File: src/kdds_pkg.sv
// ----------------------------------------------------------------------------
// kdds_pkg
// Shared types, constants and the digit glyph table for the keypad
// decimal entry and duty set block.
// ----------------------------------------------------------------------------
`default_nettype none

package kdds_pkg;

	localparam int unsigned DIGIT_W  = 4;
	localparam int unsigned NUM_DIG  = 4;
	localparam int unsigned POS_W    = 3;
	localparam int unsigned DUTY_W   = 14;
	localparam int unsigned SEG_W    = 8;
	localparam int unsigned PHASE_W  = 2;
	localparam int unsigned APB_AW   = 1;
	localparam int unsigned APB_DW   = 32;

	localparam logic [DUTY_W-1:0] DUTY_LIMIT_RST = 14'd1000;
	localparam logic [APB_AW-1:0] ADDR_DUTY_LIMIT = 1'b0;

	localparam logic OP_SCAN = 1'b0;
	localparam logic OP_TICK = 1'b1;

	localparam logic [DIGIT_W-1:0] KEY_STAR_VAL = 4'd0;

	typedef logic [DIGIT_W-1:0] digit_t;

	// Decoded keypad columns, column 1 on its own (star release sits between
	// column 1 and the rest), columns 2/3 merged with column 3 winning.
	typedef struct packed {
		logic   c1_hit;
		digit_t c1_key;
		logic   star;
		logic   c23_hit;
		digit_t c23_key;
		logic   hash;
	} kdds_keys_t;

	function automatic logic [SEG_W-1:0] seg_of(input digit_t d);
		logic [SEG_W-1:0] s;
		case (d)
			4'd0: s = 8'hdb;
			4'd1: s = 8'h50;
			4'd2: s = 8'h1f;
			4'd3: s = 8'h5d;
			4'd4: s = 8'hd4;
			4'd5: s = 8'hcd;
			4'd6: s = 8'hcf;
			4'd7: s = 8'hd8;
			4'd8: s = 8'hdf;
			4'd9: s = 8'hdd;
			default: s = 8'h00;
		endcase
		return s;
	endfunction

endpackage

`default_nettype wire

File: src/kdds_in_if.sv
// ----------------------------------------------------------------------------
// kdds_in_if
// Input channel: scan or tick beat with three active-low column row sets.
// ----------------------------------------------------------------------------
`default_nettype none

interface kdds_in_if;
	logic       valid;
	logic       ready;
	logic       operation;
	logic [3:0] col1_rows;
	logic [3:0] col2_rows;
	logic [3:0] col3_rows;

	modport source (output valid, operation, col1_rows, col2_rows, col3_rows,
		input ready);
	modport sink (input valid, operation, col1_rows, col2_rows, col3_rows,
		output ready);
endinterface

`default_nettype wire

File: src/kdds_out_if.sv
// ----------------------------------------------------------------------------
// kdds_out_if
// Result channel: duty value and the current display drive.
// ----------------------------------------------------------------------------
`default_nettype none

interface kdds_out_if;
	logic        valid;
	logic        ready;
	logic [13:0] duty;
	logic [7:0]  segments;
	logic [3:0]  digit_enable;

	modport source (output valid, duty, segments, digit_enable, input ready);
	modport sink (input valid, duty, segments, digit_enable, output ready);
endinterface

`default_nettype wire

File: src/kdds_key_decode.sv
// ----------------------------------------------------------------------------
// kdds_key_decode
// Priority decode of the 3x4 keypad matrix, active-low rows.
// ----------------------------------------------------------------------------
`default_nettype none

module kdds_key_decode
	import kdds_pkg::*;
(
	input  wire logic [3:0] col1_rows,
	input  wire logic [3:0] col2_rows,
	input  wire logic [3:0] col3_rows,
	output kdds_keys_t      keys
);

	logic   c1_hit, c2_hit, c3_hit;
	logic   star, hash;
	digit_t c1_key, c2_key, c3_key;
	logic   c23_hit;
	digit_t c23_key;

	always_comb begin
		c1_hit = 1'b1;
		star   = 1'b0;
		// row priority: top row, then bits 3, 2, then the bottom row
		if (!col1_rows[0]) begin
			c1_key = 4'd1;
		end else if (!col1_rows[3]) begin
			c1_key = 4'd4;
		end else if (!col1_rows[2]) begin
			c1_key = 4'd7;
		end else if (!col1_rows[1]) begin
			c1_key = KEY_STAR_VAL;
			star   = 1'b1;
		end else begin
			c1_key = 4'd0;
			c1_hit = 1'b0;
		end
	end

	always_comb begin
		c2_hit = 1'b1;
		if (!col2_rows[0]) begin
			c2_key = 4'd2;
		end else if (!col2_rows[3]) begin
			c2_key = 4'd5;
		end else if (!col2_rows[2]) begin
			c2_key = 4'd8;
		end else if (!col2_rows[1]) begin
			c2_key = 4'd0;
		end else begin
			c2_key = 4'd0;
			c2_hit = 1'b0;
		end
	end

	always_comb begin
		c3_hit = 1'b1;
		hash   = 1'b0;
		if (!col3_rows[0]) begin
			c3_key = 4'd3;
		end else if (!col3_rows[3]) begin
			c3_key = 4'd6;
		end else if (!col3_rows[2]) begin
			c3_key = 4'd9;
		end else begin
			c3_key = 4'd0;
			c3_hit = 1'b0;
			hash   = !col3_rows[1];
		end
	end

	// hash leaves the key alone, so column 2 still counts under it
	assign c23_hit = c2_hit | c3_hit;
	assign c23_key = c3_hit ? c3_key : c2_key;

	assign keys = {c1_hit, c1_key, star, c23_hit, c23_key, hash};

endmodule

`default_nettype wire

File: src/keypad_decimal_entry_duty_set.sv
// A result beat appears in the cycle after its beat is accepted.
// Throughput: one beat per cycle; the result register is refilled in the same
// cycle it is taken, so only a stalled result holds off new input.
// Every beat gives exactly one result. Reset (arst_n low, asynchronous)
// clears digits, key, position, duty and display phase, blanks the display
// (digit_enable all ones) and sets duty_limit to 1000.
// ----------------------------------------------------------------------------
// keypad_decimal_entry_duty_set
// Keypad decimal entry with duty commit and four-digit display multiplexing.
// ----------------------------------------------------------------------------
`default_nettype none

module keypad_decimal_entry_duty_set
	import kdds_pkg::*;
(
	input  wire logic              clk,
	input  wire logic              arst_n,
	kdds_in_if.sink                scan,
	kdds_out_if.source             result,
	input  wire logic              psel,
	input  wire logic              penable,
	input  wire logic              pwrite,
	input  wire logic [APB_AW-1:0] paddr,
	input  wire logic [APB_DW-1:0] pwdata,
	output logic      [APB_DW-1:0] prdata,
	output logic                   pready
);

	logic [DUTY_W-1:0]  duty_limit_q;
	digit_t             digits_q [NUM_DIG];
	digit_t             last_key_q;
	logic [POS_W-1:0]   pos_q;
	logic               star_held_q;
	logic [DUTY_W-1:0]  duty_q;
	logic [PHASE_W-1:0] phase_q;
	logic [SEG_W-1:0]   seg_q;
	logic [NUM_DIG-1:0] en_q;
	logic               out_valid_q;

	digit_t             digits_n [NUM_DIG];
	digit_t             last_key_n;
	logic [POS_W-1:0]   pos_n;
	logic               star_held_n;
	logic [DUTY_W-1:0]  duty_n;
	logic [PHASE_W-1:0] phase_n;
	logic [SEG_W-1:0]   seg_n;
	logic [NUM_DIG-1:0] en_n;
	logic [DUTY_W-1:0]  value;
	logic               accept;

	kdds_keys_t keys;

	// ---------------- configuration ----------------
	assign pready = 1'b1;

	always_ff @(posedge clk or negedge arst_n) begin
		if (!arst_n) begin
			duty_limit_q <= DUTY_LIMIT_RST;
		end else if (psel && penable && pwrite && pready
			&& paddr == ADDR_DUTY_LIMIT) begin
			duty_limit_q <= pwdata[DUTY_W-1:0];
		end
	end

	always_comb begin
		prdata = '0;
		if (paddr == ADDR_DUTY_LIMIT) begin
			prdata = {{(APB_DW-DUTY_W){1'b0}}, duty_limit_q};
		end
	end

	// ---------------- handshake ----------------
	assign scan.ready = !out_valid_q || result.ready;
	assign accept     = scan.valid && scan.ready;

	kdds_key_decode u_decode (
		.col1_rows (scan.col1_rows),
		.col2_rows (scan.col2_rows),
		.col3_rows (scan.col3_rows),
		.keys      (keys)
	);

	// decimal value of the stored digits, index 3 is thousands
	assign value = DUTY_W'(digits_q[3]) * 14'd1000 + DUTY_W'(digits_q[2]) * 14'd100
		+ DUTY_W'(digits_q[1]) * 14'd10 + DUTY_W'(digits_q[0]);

	// ---------------- next state ----------------
	always_comb begin
		digits_n    = digits_q;
		last_key_n  = last_key_q;
		pos_n       = pos_q;
		star_held_n = star_held_q;
		duty_n      = duty_q;
		phase_n     = phase_q;
		seg_n       = seg_q;
		en_n        = en_q;

		if (scan.operation == OP_TICK) begin
			phase_n = phase_q + 1'b1;
			seg_n   = seg_of(digits_q[phase_n]);
			en_n    = ~(NUM_DIG'(1) << phase_n);
		end else begin
			if (keys.c1_hit) begin
				last_key_n = keys.c1_key;
			end
			// star counts once per press, on release
			if (keys.star) begin
				star_held_n = 1'b1;
			end else if (star_held_q) begin
				star_held_n = 1'b0;
				pos_n       = pos_q + 1'b1;
			end
			if (keys.c23_hit) begin
				last_key_n = keys.c23_key;
			end
			if (keys.hash) begin
				pos_n = '0;
				duty_n = '0;
				for (int i = 0; i < NUM_DIG; i++) begin
					digits_n[i] = '0;
				end
			end
			if (!pos_n[2]) begin
				digits_n[2'd3 - pos_n[1:0]] = last_key_n;
			end else begin
				// commit; hash forces position 0 so digits here are the stored ones
				pos_n = '0;
				if (value <= duty_limit_q) begin
					duty_n = value;
				end else begin
					duty_n = '0;
					for (int i = 0; i < NUM_DIG; i++) begin
						digits_n[i] = '0;
					end
				end
			end
		end
	end

	always_ff @(posedge clk or negedge arst_n) begin
		if (!arst_n) begin
			for (int i = 0; i < NUM_DIG; i++) begin
				digits_q[i] <= '0;
			end
			last_key_q  <= '0;
			pos_q       <= '0;
			star_held_q <= 1'b0;
			duty_q      <= '0;
			phase_q     <= '0;
			seg_q       <= '0;
			en_q        <= '1;
		end else if (accept) begin
			digits_q    <= digits_n;
			last_key_q  <= last_key_n;
			pos_q       <= pos_n;
			star_held_q <= star_held_n;
			duty_q      <= duty_n;
			phase_q     <= phase_n;
			seg_q       <= seg_n;
			en_q        <= en_n;
		end
	end

	always_ff @(posedge clk or negedge arst_n) begin
		if (!arst_n) begin
			out_valid_q <= 1'b0;
		end else if (accept) begin
			out_valid_q <= 1'b1;
		end else if (result.ready) begin
			out_valid_q <= 1'b0;
		end
	end

	// state registers double as the result register
	assign result.valid        = out_valid_q;
	assign result.duty         = duty_q;
	assign result.segments     = seg_q;
	assign result.digit_enable = en_q;

	// ---------------- assertions ----------------
	a_pos_in_range: assert property (@(posedge clk) disable iff (!arst_n)
		accept |=> !pos_q[2])
		else $error("entry position left at a commit value");

	a_result_follows: assert property (@(posedge clk) disable iff (!arst_n)
		accept |=> result.valid)
		else $error("accepted beat produced no result");

	a_tick_enable: assert property (@(posedge clk) disable iff (!arst_n)
		accept && scan.operation == OP_TICK |=> $onehot(~en_q))
		else $error("digit select not one-cold after tick");

	a_digits_decimal: assert property (@(posedge clk) disable iff (!arst_n)
		accept |=> (digits_q[0] <= 4'd9 && digits_q[1] <= 4'd9
			&& digits_q[2] <= 4'd9 && digits_q[3] <= 4'd9))
		else $error("stored digit out of decimal range");

	a_no_accept_stalled: assert property (@(posedge clk) disable iff (!arst_n)
		out_valid_q && !result.ready |-> !scan.ready)
		else $error("beat taken while result stalled");

endmodule

`default_nettype wire
File: src/flat_wrapper.sv
// flat-port wrapper written by rule: the top's interface ports become plain ports
module keypad_decimal_entry_duty_set_flat import kdds_pkg::*;
  (clk, arst_n, psel, penable, pwrite, paddr, pwdata, prdata, pready, scan_valid, scan_operation, scan_col1_rows, scan_col2_rows, scan_col3_rows, scan_ready, result_valid, result_duty, result_segments, result_digit_enable, result_ready);
  kdds_in_if scan_i ();
  kdds_out_if result_i ();
  input  wire logic clk;
  input  wire logic arst_n;
  input  wire logic psel;
  input  wire logic penable;
  input  wire logic pwrite;
  input  wire logic [APB_AW-1:0] paddr;
  input  wire logic [APB_DW-1:0] pwdata;
  output logic      [APB_DW-1:0] prdata;
  output logic pready;
  input wire logic [$bits(scan_i.valid)-1:0] scan_valid;
  input wire logic [$bits(scan_i.operation)-1:0] scan_operation;
  input wire logic [$bits(scan_i.col1_rows)-1:0] scan_col1_rows;
  input wire logic [$bits(scan_i.col2_rows)-1:0] scan_col2_rows;
  input wire logic [$bits(scan_i.col3_rows)-1:0] scan_col3_rows;
  output wire logic [$bits(scan_i.ready)-1:0] scan_ready;
  output wire logic [$bits(result_i.valid)-1:0] result_valid;
  output wire logic [$bits(result_i.duty)-1:0] result_duty;
  output wire logic [$bits(result_i.segments)-1:0] result_segments;
  output wire logic [$bits(result_i.digit_enable)-1:0] result_digit_enable;
  input wire logic [$bits(result_i.ready)-1:0] result_ready;
  assign scan_i.valid = scan_valid;
  assign scan_i.operation = scan_operation;
  assign scan_i.col1_rows = scan_col1_rows;
  assign scan_i.col2_rows = scan_col2_rows;
  assign scan_i.col3_rows = scan_col3_rows;
  assign scan_ready = scan_i.ready;
  assign result_valid = result_i.valid;
  assign result_duty = result_i.duty;
  assign result_segments = result_i.segments;
  assign result_digit_enable = result_i.digit_enable;
  assign result_i.ready = result_ready;
  keypad_decimal_entry_duty_set u_core (.clk(clk), .arst_n(arst_n), .scan(scan_i), .result(result_i), .psel(psel), .penable(penable), .pwrite(pwrite), .paddr(paddr), .pwdata(pwdata), .prdata(prdata), .pready(pready));
endmodule
File: config.mk
export PLATFORM = sky130hd
export DESIGN_NAME = keypad_decimal_entry_duty_set_flat
export DESIGN_NICKNAME = d
export VERILOG_FILES = /design/src/kdds_pkg.sv /design/src/kdds_in_if.sv /design/src/kdds_out_if.sv /design/src/kdds_key_decode.sv /design/src/keypad_decimal_entry_duty_set.sv /design/src/flat_wrapper.sv
export SDC_FILE = /design/constraint.sdc
export NUM_CORES = 1
export LEC_CHECK = 0
export ABC_AREA = 1
export BUFFER_PORTS_ARGS = -buffer_cell sky130_fd_sc_hd__buf_2
export CAP_MARGIN = 20
export CORE_MARGIN = 4
export CORE_UTILIZATION = 30
export DETAILED_ROUTE_END_ITERATION = 8
export GPL_TIMING_DRIVEN = 1
export PLACE_DENSITY = 0.54
export SKIP_CTS_REPAIR_TIMING = 1
export SYNTH_ARGS = -nofsm -noshare
export SYNTH_HDL_FRONTEND = slang
export SYNTH_SLANG_ARGS = --single-unit
export TNS_END_PERCENT = 20
File: constraint.sdc
create_clock -name clk -period 11.2 [get_ports clk]
set_input_delay 0.56 -clock clk [delete_from_list [all_inputs] [get_ports clk]]
set_output_delay 0.56 -clock clk [all_outputs]
set_load 0.05 [all_outputs]
; ---- Yosys cells after proc, flatten, opt, wreduce, memory -nomap -nowiden
; Memory sizes are Yosys's and may differ from the RTL's. A register that Yosys moved wholly into a read port is not among the register bits.
; Cells that the tools add are included.
[classes]
n_addsub = 6
n_mul = 3
n_lt_le_gt_ge = 4
shifts = 1
mux = 52
bitwise_logic = 6
n_reduce_logical = 14
[op_table]
columns = operator, count
row1 = $mux 16, 4
row2 = $mux 14, 4
row3 = $mux 4, 13
row4 = $mux 3, 7
row5 = $mux 1, 20
row6 = $bwmux 16, 1
row7 = $add 14x11->14, 1
row8 = $add 14x4->14, 1
row9 = $add 14x8->14, 1
row10 = $le 14x14->1, 1
row11 = $mul 4x7->11 const B, 1
row12 = $mul 4x5->9 const B, 1
row13 = $bmux 4 s2, 1
row14 = $demux 4 s2, 1
row15 = $mul 4x3->7 const B, 1
row16 = $ge 3x3->1 const B, 2
row17 = $not 2->3, 2
row18 = $logic_and 1x1->1, 5
row19 = $not 4->4, 1
row20 = $reduce_and 2->1, 2
row21 = $reduce_bool 2->1, 2
row22 = $shl 1x2->4 const A, 1
row23 = $add 3x1->3 const B, 1
row24 = $logic_not 1->1, 3
row25 = other kinds (8), 9
[totals]
reg_bits = 67
mem_bits_ro = 112
input_bits = 53
wordCells = 100
memories = 1
[mem_list]
columns = memory, words, width, rd, rd_clocked_by_memory_dff, wr, line_no
row1 = (name not given), 16, 7, 1, 1, 0, kdds_pkg.sv:42  ; case (d)

; ---- Longest topological paths before layout
[logic_depth]
depth_word = 15
depth_mapped = 32

; ---- Hierarchy
; A second synthesis with hierarchy kept.
[unflattened]
cells_unflattened = 743
hier_area_um2 = 5669.2
[by_module_without_submodules]
columns = mod, n_inst, cells_each, area_each_um2, seq_area_each_um2
row1 = keypad_decimal_entry_duty_set, 1, 707, 5490.3, 1639.1
row2 = kdds_key_decode, 1, 36, 178.9, 0.0

; ---- Worst setup path before layout
; No wires, ideal clock.
[synth_path]
path_type = flip-flop to flip-flop
start = register u_core.digits_q[2] (netlist bit)
end = register u_core.digits_q[0] (netlist bit)
arrival_ps = 4997
t_required_ps = 11082
setup_slack_ps = 6086
stages_incl_launch_ff = 31
path_buffers = 1
synth_period_minus_slack_ps = 5114
path_cell_list = dfrtp_1 > fa_1 > inv_1 > fa_1 > inv_1 > ha_1 > nand3_1 > nand3_1 > xor2_1 > inv_1 > ha_1 > ha_1 > ha_1 > a21o_1 > a21boi_0 > nand3_1 > nand2_1 > nand2_1 > ha_1 > nand2_1 > nor2_2 > inv_2 > nor2_4 > nand2_1 > nand2_1 > nand2_1 > nand2_2 > nand2_4 > buf_6 > nand2_1 > nand2_1
[synth_between]
elab_chain_len = 7
[synth_lines]
columns = item, line_no
row1 = "start, declared", keypad_decimal_entry_duty_set.sv:30  ; digit_t digits_q [NUM_DIG];
row2 = "start signal, assigned", keypad_decimal_entry_duty_set.sv:153  ; digits_q <= digits_n;
row3 = $mul 4x7->11, keypad_decimal_entry_duty_set.sv:84  ; assign value = DUTY_W'(digits_q[3]) * 14'd1000 + DUTY_W'(digits_q[2]) * 14'd100
row4 = $add 14x11->14, keypad_decimal_entry_duty_set.sv:84
row5 = $add 14x8->14, keypad_decimal_entry_duty_set.sv:85  ; + DUTY_W'(digits_q[1]) * 14'd10 + DUTY_W'(digits_q[0]);
row6 = $add 14x4->14, keypad_decimal_entry_duty_set.sv:85
row7 = $le 14x14->1, keypad_decimal_entry_duty_set.sv:128  ; if (value <= duty_limit_q) begin
row8 = $mux 16, keypad_decimal_entry_duty_set.sv:128
row9 = $mux 16, keypad_decimal_entry_duty_set.sv:123  ; if (!pos_n[2]) begin
; No other way between the ends.
; A chain may end at the register's enable or synchronous reset.

; ---- Worst setup path after layout
[layout_path]
start = register u_core.digits_q[2] (netlist bit)
end = register u_core.duty_q[2], in the netlist u_core.result.duty[2]
[layout_between]
elab_chain_len = 7
[layout_lines]
columns = item, line_no
row1 = $mul 4x7->11, keypad_decimal_entry_duty_set.sv:84
row2 = $add 14x11->14, keypad_decimal_entry_duty_set.sv:84
row3 = $add 14x8->14, keypad_decimal_entry_duty_set.sv:85
row4 = $add 14x4->14, keypad_decimal_entry_duty_set.sv:85
row5 = $le 14x14->1, keypad_decimal_entry_duty_set.sv:128
row6 = $mux 14, keypad_decimal_entry_duty_set.sv:128
row7 = $mux 14, keypad_decimal_entry_duty_set.sv:123
row8 = "end signal, assigned", keypad_decimal_entry_duty_set.sv:157  ; duty_q <= duty_n;
row9 = "end, declared", keypad_decimal_entry_duty_set.sv:34  ; logic [DUTY_W-1:0] duty_q;
; No other way between the ends.

==> out/metrics.yaml <==
ant_nets: 0
maxSlewViolCount: 0
route.detailed.drc: 0
cp_slowest_cell: "fa_1"
cts_inserted_buffers: 9
cp.depth: 29
finalHoldViolCount: 0
drtIter0Drc: 261
crit_top_cell: "nand2_1"
die_y_um: 146
crit_family: "adder cells"
initial_core_util_pct: 30.4
end_kind: "flip-flop"
min_period_over_period_pct: 52.0
grt_use_total_pct: 12.5
skew_ps: 9.40
cts.sinks: 65
cts_tree: "yes"
grt_pass1_wl_mm: 22.0
mostFrequentLayoutCells: "nand2_1 (213), inv_1 (104), ha_1 (76)"
cp.buffers_inverters: 5
worst_slew_pin_slew_ps: 856
fmax_ghz: 0.172
design.die.area_um2: 21200
path_class: "flip-flop to flip-flop"
hold_path_class: "input pin to async pin"
antenna_found_initial: 0
antennaDiodeCount: 0
grt_max_degree: 66
ys_seq_area_share_pct: 28.9
final_nets: 974
dr_total_vias: 4732
first_pass_iters: 6
syn_inst: 753
routed_via_density: 4.43
path_clk_slew_ps: 60
dp_hpwl_mm: 10.1
max_stage_delay_ps: 610
gp_congestion: 0.797
outcome: "finished, final reports clean"
rsz0062_at_grt: "no"
gr-total-overflow: 0
synth_cell_types: 38
htree_levels: 3
drive_above_1_share_pct: 16.3
area_growth_pct: 14.8
routedWlPerCell_um: 12.0
cp.arrival_ps: 6100
async_flop_share_pct: 100
tns_ps: 0
pin_count: 114
start_kind: "flip-flop"
insertion_delay_ps: 340
grt_pass1_vias: 4556
wirelength_mm: 12.8
synth_edf_count: 0
ctsRootBufferMaster: "clkbuf_16"
rows: 50
layout_commonest_cell: "nand2_1"
synthFlopType: "dfrtp_1"
synth.cell_area_um2: 5680
fillers: 2006
chipWidth_um: 146
cp.required_ps: 11470
relSlewSlack_pct: 42.9
synth-seq-cells: 65
portBuffers: 75
rr_worst_depth: 29
cts.path.max_buffers: 2
setup_violations: 0
ys_warn_count: 0
fin_crit_ps: 5820
synthesis.area_per_instance_um2: 7.54
path_max_fanout: 13
core_um2: 18600
drv_cap: 0
==> state kept, by name (all words and copies together) (netlist names) <==
| name | flops |
|---|---|
| u_core.phase_q | 2 |
| u_core.duty_limit_q | 14 |
| u_core.digits_q | 16 |
| u_core.star_held_q | 1 |
| u_core.result.duty | 14 |
| u_core.pos_q | 2 |
| u_core.last_key_q | 4 |
| u_core.result.digit_enable | 4 |
| u_core.result.segments | 7 |
| u_core.result.valid | 1 |
==> final cells by class <==
type | count | area (um2) | share of cell area, %
inverters | 116 | 435 | 6.68
clock buffers | 11 | 243 | 3.73
repair buffers | 78 | 402 | 6.17
flip-flops and latches | 65 | 1640 | 25.2
well taps | 234 | 293 | 4.49
clock inverters | 5 | 56.3 | 0.864
multi-input cells | 558 | 3450 | 52.9
==> cell usage after synthesis (3+ instances only) <==
cell / instances / area share [%]
inv_1: 104 / 6.9
xnor2_1: 6 / 0.93
nor2_2: 3 / 0.33
nand4_1: 5 / 0.55
nor2_1: 53 / 3.5
buf_2: 4 / 0.35
buf_4: 22 / 2.9
o21ai_1: 5 / 0.44
nand2_1: 213 / 14
o21ai_0: 37 / 3.3
ha_1: 76 / 17
a21oi_1: 40 / 3.5
fa_1: 17 / 6.0
nand3_2: 3 / 0.53
nand3_1: 43 / 3.8
xor2_1: 12 / 1.9
inv_2: 12 / 0.79
dfstp_2: 10 / 4.6
dfrtp_1: 55 / 24
clkbuf_1: 4 / 0.26
nand2_2: 6 / 0.66
==> logic make-up (layout without fill, tap and decap cells) <==
| family | Yosys count | after routing | share of synthesized area (%) |
|---|---|---|---|
| AO/OA/AOI/OAI | 93 | 93 | 8.75 |
| XOR/XNOR | 18 | 18 | 2.78 |
| adder cells (fa/ha/maj) | 93 | 93 | 22.8 |
| buffers and inverters | 148 | 210 | 11.6 |
| flip-flops | 65 | 65 | 28.9 |
| other | 2 | 20 | 0.132 |
| AND/OR/NAND/NOR | 334 | 334 | 25.1 |
==> worst paths after layout <==
path | start | slack (ps) | to
max in group asynchronous | arst_n | 10220 | u_core.result.duty[11]
min | arst_n | 420 | u_core.last_key_q[1]
min in group clk | pwdata[6] | 460 | u_core.duty_limit_q[6]
max reg2reg | u_core.digits_q[2] | 5380 | u_core.result.duty[2]
max | u_core.digits_q[2] | 5380 | u_core.result.duty[2]
min reg2reg | u_core.result.duty[2] | 470 | u_core.result.duty[2]
==> stage by stage <==
stage                     instance area, um2  setup slack (ps)  hold WS (ps)  cells  utilization, %
after floorplan                         5740              6090           264    771               -
after global placement                  6200              5370           459   1050            33.3
after detailed placement                6200              5320           464   1050            33.3
after CTS                               6500              5280           440   1066            34.9
after global routing                    6510              4790           457   1067            34.9
final                                   6510              5380           416   1067            34.9
==> routing by layer <==
metal / vias up / track usage [%] / wire length, um
met5: - / 0 / 0
met4: 0 / 5.03 / 267
met1: 2145 / 16.0 / 6030
li1: 2489 / - / -
met3: 18 / 2.34 / 399
met2: 80 / 20.7 / 6080
Power is not shown: default switching activity piles up to over one toggle a cycle in this logic, so the estimate is an artifact.
